<file path="config.mk">
export PLATFORM = sky130hd
export DESIGN_NAME = scrc_div
export DESIGN_NICKNAME = d
export VERILOG_FILES = /design/src/rtl/scrc_div.sv
export SDC_FILE = /design/constraint.sdc
export NUM_CORES = 2
export LEC_CHECK = 0
export BUFFER_PORTS_ARGS = -buffer_cell sky130_fd_sc_hd__clkbuf_2
export CAP_MARGIN = 30
export CORE_MARGIN = 1.5
export CORE_UTILIZATION = 60
export CTS_BUF_LIST = sky130_fd_sc_hd__clkbuf_8
export DETAILED_ROUTE_END_ITERATION = 16
export GPL_TIMING_DRIVEN = 0
export PLACE_DENSITY = 0.76
export SETUP_SLACK_MARGIN = 0.3
export SYNTH_ARGS = -nofsm -noshare
export SYNTH_HDL_FRONTEND = slang
export SYNTH_MEMORY_MAX_BITS = 65536
export SYNTH_SLANG_ARGS = --single-unit
</file>
<file path="constraint.sdc">
create_clock -name clk -period 7.7 [get_ports clk]
set_input_delay 1.54 -clock clk [delete_from_list [all_inputs] [get_ports clk]]
set_output_delay 1.54 -clock clk [all_outputs]
set_load 0.02 [all_outputs]
</file>
<file path="src/rtl/scrc_div.sv">
// Pipelined unsigned restoring divider, one quotient bit per stage.
// Computes (n << FRAC_BITS) / d with an overflow flag; no package needed.
module scrc_div #(
  parameter int COORD_WIDTH = 32,
  parameter int FRAC_BITS   = 16
) (
  input  logic                   clk,
  input  logic                   en,
  input  logic [COORD_WIDTH:0]   n,
  input  logic [COORD_WIDTH-1:0] d,
  output logic [COORD_WIDTH-1:0] q,
  output logic                   ovf
);

  localparam int CW = COORD_WIDTH;
  localparam int NW = CW + 1 + FRAC_BITS;

  logic [NW-1:0] num;
  logic [CW-1:0] rem  [0:CW];
  logic [CW-1:0] low  [0:CW];
  logic [CW-1:0] quo  [0:CW];
  logic [CW-1:0] dd   [0:CW];
  logic          of   [0:CW];

  // Scale the dividend; a high part at or above d overflows the quotient
  assign num = {n, {FRAC_BITS{1'b0}}};

  always_ff @(posedge clk) begin
    if (en) begin
      rem[0] <= CW'(num >> CW);
      low[0] <= num[CW-1:0];
      quo[0] <= '0;
      dd[0]  <= d;
      of[0]  <= (num >> CW) >= NW'(d);
    end
  end

  // One trial subtract per stage
  for (genvar k = 0; k < CW; k++) begin : g_step
    logic [CW:0] trial;
    logic        ge;

    assign trial = {rem[k], low[k][CW-1]};
    assign ge    = trial >= {1'b0, dd[k]};

    always_ff @(posedge clk) begin
      if (en) begin
        rem[k+1] <= ge ? CW'(trial - {1'b0, dd[k]}) : CW'(trial);
        low[k+1] <= {low[k][CW-2:0], 1'b0};
        quo[k+1] <= {quo[k][CW-2:0], ge};
        dd[k+1]  <= dd[k];
        of[k+1]  <= of[k];
      end
    end
  end

  assign q   = quo[CW];
  assign ovf = of[CW];

endmodule

</file>
Word level (Yosys, flattened, before mapping)
Memories as Yosys holds them, arrays and structs flattened.
Cells that the tools add are included.
{"block": "word_totals", "ff_bits": 0, "mem_bits_rw": 4224, "input_bits": 67, "n_memories": 5}
{"name": "dd", "depth": 33, "width": 32, "read_ports": 32, "rd_clocked_by_memory_dff": 0, "write_ports": 33, "line_no": "22", "rtl": "logic [CW-1:0] dd [0:CW];"}
{"name": "quo", "depth": 33, "width": 32, "read_ports": 33, "rd_clocked_by_memory_dff": 0, "write_ports": 33, "line_no": "21", "rtl": "logic [CW-1:0] quo [0:CW];"}
{"name": "rem", "depth": 33, "width": 32, "read_ports": 32, "rd_clocked_by_memory_dff": 0, "write_ports": 33, "line_no": "19", "rtl": "logic [CW-1:0] rem [0:CW];"}
{"name": "low", "depth": 33, "width": 31, "read_ports": 32, "rd_clocked_by_memory_dff": 0, "write_ports": 33, "line_no": "20", "rtl": "logic [CW-1:0] low [0:CW];"}
{"name": "of", "depth": 33, "width": 1, "read_ports": 33, "rd_clocked_by_memory_dff": 0, "write_ports": 33, "line_no": "23", "rtl": "logic of [0:CW];"}
{"block": "op_classes", "n_addsub": 32, "order_cmp": 33, "mux": 34}
{"cell": "33-bit by 32-bit greater-or-equal comparator with 1-bit output", "count": 32}
{"cell": "32-bit 2-to-1 mux", "count": 32}
{"cell": "32-bit subtractor", "count": 32}
{"cell": "17-bit by 32-bit greater-or-equal comparator with 1-bit output", "count": 1}
{"cell": "1-bit 2-to-1 mux", "count": 2}

Longest topological paths before layout
An unclocked memory read counts as a cell.
{"block": "logic_depth", "depth_word": 3, "mapped_depth": 17, "ltp_nobuf": 13}

Worst setup path before layout
Ideal clock, no wire load.
{"block": "synth_path", "kind": "register to register", "startpoint": "mem dd[0][225] (netlist name)", "endpoint": "mem rem[0][259] (netlist name), data pin", "setup_ns": 0.262, "t_arrival_ns": 3.073, "slack_ns": 4.365, "stages_incl_launch_ff": 13, "n_path_buf": 1, "synth_period_minus_slack_ns": 3.335, "cell_sequence": "edfxtp_1 -> inv_1 -> ha_1 -> nor2b_1 -> o31a_1 -> o31a_1 -> o41ai_2 -> o311ai_1 -> a31oi_2 -> o31ai_1 -> a31oi_4 -> buf_2 -> mux2_1"}
{"item": "from (decl)", "line_no": "22"}
{"item": "to (decl)", "line_no": "19"}

==> out/qor.csv <==
stage;metric;value;unit
outcome;run status;completed;
global_route;gr ovfl total;0;
worst_setup_path;Worst Reg-to-Reg Cells;12;
logic_synthesis;top-count cell post-synth;edfxtp_1;
worst_setup_path;Max Fanout on Critical Path;10;
global_route;largest net degree at the start of global routing;134;
logic_synthesis;Post-synth ARST share;0;
pwr;Leak;65.84;nW
global_route;antenna violations before repair;17;
worst_setup_path;reg2reg end;rem[0][643];
cells_and_area;# nets final;14290;
placement;IO buf count;99;
logic_synthesis;Post-synth top cells;edfxtp_1 (2,730), inv_1 (1,295), ha_1 (1,026);
timing;fin crit period;5.199;ns
drt;ANT nets after route;0;
timing;Max Slew Vio Count;0;
logic_synthesis;Mapped Nets;13720;
worst_setup_path;Required @ worst endpoint;8.30;ns
clock_tree;number of H-tree levels;5;
floorplanning;initial core utilization;0.6038;
logic_synthesis;yosys warns;0;
pwr;Comb pwr share;0.453;
clock_tree;Clock Latency Late Sink;1.07;ns
clock_tree;cts hold-fix bufs;0;
clock_tree;CTS Buffer Depth;4;
logic_synthesis;post-synthesis mux area share;0.03085;
cells_and_area;Final Non-Filler Cells;16740;
floorplanning;# IOs;100;
min_path;Hold Path Origin;low[0][401];
logic_synthesis;Seq/Total Area, Yosys;0.5582;
pwr;power share of the clock group;0.191;
cells_and_area;area of the multi-input gates;58760;um^2
pwr;Max VDD drop;0.2362;mV
clock_tree;CTS resizes;0;
placement;Cells after DPL;15920;
pwr;NetSw;26.14;mW
worst_setup_path;worst r2r src;dd[0][609];
cells_and_area;Synth-to-Final Area Change;9.626;%
logic_synthesis;dominant cell type by area after synthesis;edfxtp_1;
cells_and_area;fraction of layout cells with a size suffix above 1;0.08913;
cells_and_area;Sequential Area;81980;um^2
timing;RSZ-0062 raised after global routing;false;
timing;Fin Clk Skew;0.1087;ns
worst_setup_path;crit path DAT;5.80;ns
cells_and_area;Fillers;18240;
logic_synthesis;Post-Syn Instances;12590;
worst_setup_path;slowest stage delay, CP;0.62;ns
drt;DRT iter0 DRCs;9576;
clock_tree;clock sink total;2730;
logic_synthesis;Post-Synth Adder-Cell Area;0.09164;
placement;routability congestion estimate;0.9416;
logic_synthesis;Yosys cell types;112;
drt;Post-route DRC;0;
min_path;Hold Path End;low[0][433];
drt;total routed wirelength;353000;um
drt;Vias;99920;
logic_synthesis;synthesized area;146900;um^2
job;maxcap violations;0;
logic_synthesis;Post-Synth XOR/XNOR Area;0.04765;
timing;Worst Max-Slew Pin Slew;0.9899;ns
logic_synthesis;Synth Flop Type;edfxtp_1;
logic_synthesis;Synth Area in Compound Gates;0.1415;
global_route;vias in the first global route;97530;
timing;Max-Slew Margin vs Limit;0.3230;
clock_tree;CTS tree;done;
worst_setup_path;endpoint type of the worst setup path;register;
timing;Final setup viols;0;
logic_synthesis;synthesized flop and latch total;2730;
pwr;Int Pwr;40.73;mW
global_route;global-route wire length before repair;547300;um
floorplanning;number of placement rows;181;
worst_setup_path;crit-path cells;inv_1 > ha_1 > nor2b_1 > o31ai_1 > a31oi_1 > o21ai_1 > o221ai_1 > a21oi_1 > nor3_1 > nor4b_4 > clkbuf_1 > o21ai_0;
min_path;Tightest Hold Check Type;reg -> reg;
floorplanning;die height;497.7;um
min_path;WHS Path Cells;0;
global_route;Total GRT Usage;0.2801;
placement;DP HPWL;265700;um
logic_synthesis;Synth area leaders;edfxtp_1 (56%), ha_1 (8.7%), inv_1 (3.3%);
worst_setup_path;R2R Setup Slk;2.50;ns
drt;vias per cell;5.969;
logic_synthesis;Post-Synth Simple-Gate Area;0.08840;
timing;setup total negative slack;0;ns
floorplanning;core area;243200;um^2
logic_synthesis;main combinational cell family by area after synthesis;compound AO/OA/AOI/OAI gates;
timing;Final period util;0.6753;
drt;DR WL/cell;21.09;um
pwr;switching part of the total power;0.3909;
pwr;Power Density;415.3;nW/um^2
timing;Fin. Hold Viols;0;
clock_tree;Setup Fix Bufs, Post-CTS;0;
floorplanning;Die X;497.7;um
worst_setup_path;Worst path slowest cell;edfxtp_1;
clock_tree;Root Driver;clkbuf_8;
clock_tree;TritonCTS Buffers;445;
logic_synthesis;share of Yosys cell area claimed by the top area cell type;0.5582;
floorplanning;die area;247700;um^2
logic_synthesis;Post-synth EDFFs;2730;
pwr;Seq pwr share;0.356;
worst_setup_path;Crit Path Class;reg -> reg;
drt;Pre-Repair DR Iteration Count;8;
logic_synthesis;syn avg cell area;11.66;um^2
worst_setup_path;Critical Path Start Type;register;
timing;FMAX;192.3;MHz
clock_tree;Worst-path clk slew;0.06;ns
layout make-up:
class                      count  area share
sequential                  2730      0.5092
multi-input combinational   8276      0.3650
clock buffer                 446     0.03813
inverter                    1299     0.03029
tap                         3202     0.02489
clock inverter               364     0.01712
buffer                       288    0.007733
timing repair buffer         128    0.007578
antenna                        6  0.00009326
kinds of logic after synthesis:
group | after synthesis
buffers and inverters | 1587
and+or+nand+nor | 2724
muxes | 405
AOI/OAI and AO/OA | 3291
xor gates and xnor gates | 799
DFF | 2730
adders and majority gates | 1057
worst max-delay path by stage:
| stage | start | endpoint | slack (ns) | cells past startpoint |
|---|---|---|---|---|
| 6_report | dd[0][609] | rem[0][643] | 2.50 | 12 |
| 4_1_cts | dd[0][609] | rem[0][641] | 2.70 | 12 |
| 2_1_floorplan | dd[0][225] | rem[0][259] | 4.37 | 12 |
| 5_1_grt | en | quo[0][1008] | 2.35 | 8 |
| 3_3_place_gp | en | dd[0][672] | -39.81 | 1 |
| 3_5_place_dp | en | quo[0][1003] | 1.60 | 8 |
per-stage QoR:
| stage | utilization | hold slack (ns) | total power [mW] | cell area, um^2 | setup WS, ns |
|---|---|---|---|---|---|
| after detailed placement | 0.6252 | 0.4045 | 53.77 | 152100 | 1.599 |
| after CTS | 0.6618 | 0.3718 | 66.87 | 161000 | 2.698 |
| after global placement | 0.6223 | 0.4003 | 54.60 | 151400 | -39.81 |
| after global routing | 0.6619 | 0.3848 | 71.21 | 161000 | 2.350 |
| after floorplan | - | 0.4003 | 45.04 | 146900 | 4.365 |
| final | 0.6619 | 0.3778 | 66.87 | 161000 | 2.501 |
critical path, delay by kind of cell (launching register included):
kind	cells	cell delay, ns
adders and majority gates	1	0.32
DFF	1	0.62
buffers and inverters	2	0.56
and+or+nand+nor	3	0.87
AOI/OAI and AO/OA	6	2.42
cells in the final DEF, fill, tap and decap left out, types with 277 or more instances in the layout:
cell and n:
inv_1 1396, o21ai_0 826, a21oi_1 946, clkbuf_8 447, a21o_1 478, edfxtp_1 2730
ha_1 1026, nor2_1 659, xor2_1 338, mux2_2 277, xnor2_1 461, nand2_1 857
per-layer routing:
layer  routed length [um]  global-route usage
met5                    0                   0
met4                 9935             0.08381
met3                22030             0.03934
met2               170500              0.4684
met1               150400              0.3804
power groups by stage:
stage	registers, mW	logic, mW	clock network, mW
finish	23.8	30.3	12.7
detailed placement	24.1	29.7	0
global placement	25.6	29.0	0
global route	24.1	33.4	13.7
floorplan	22.8	22.2	0
CTS	23.8	29.9	13.1
sequential cells by signal, summed over array words and instances (netlist names):
| name | flops |
|---|---|
| low | 136 |
| of | 33 |
| dd | 1024 |
| quo | 528 |
| rem | 1009 |
No activity file was read; power rests on OpenSTA's default activity.
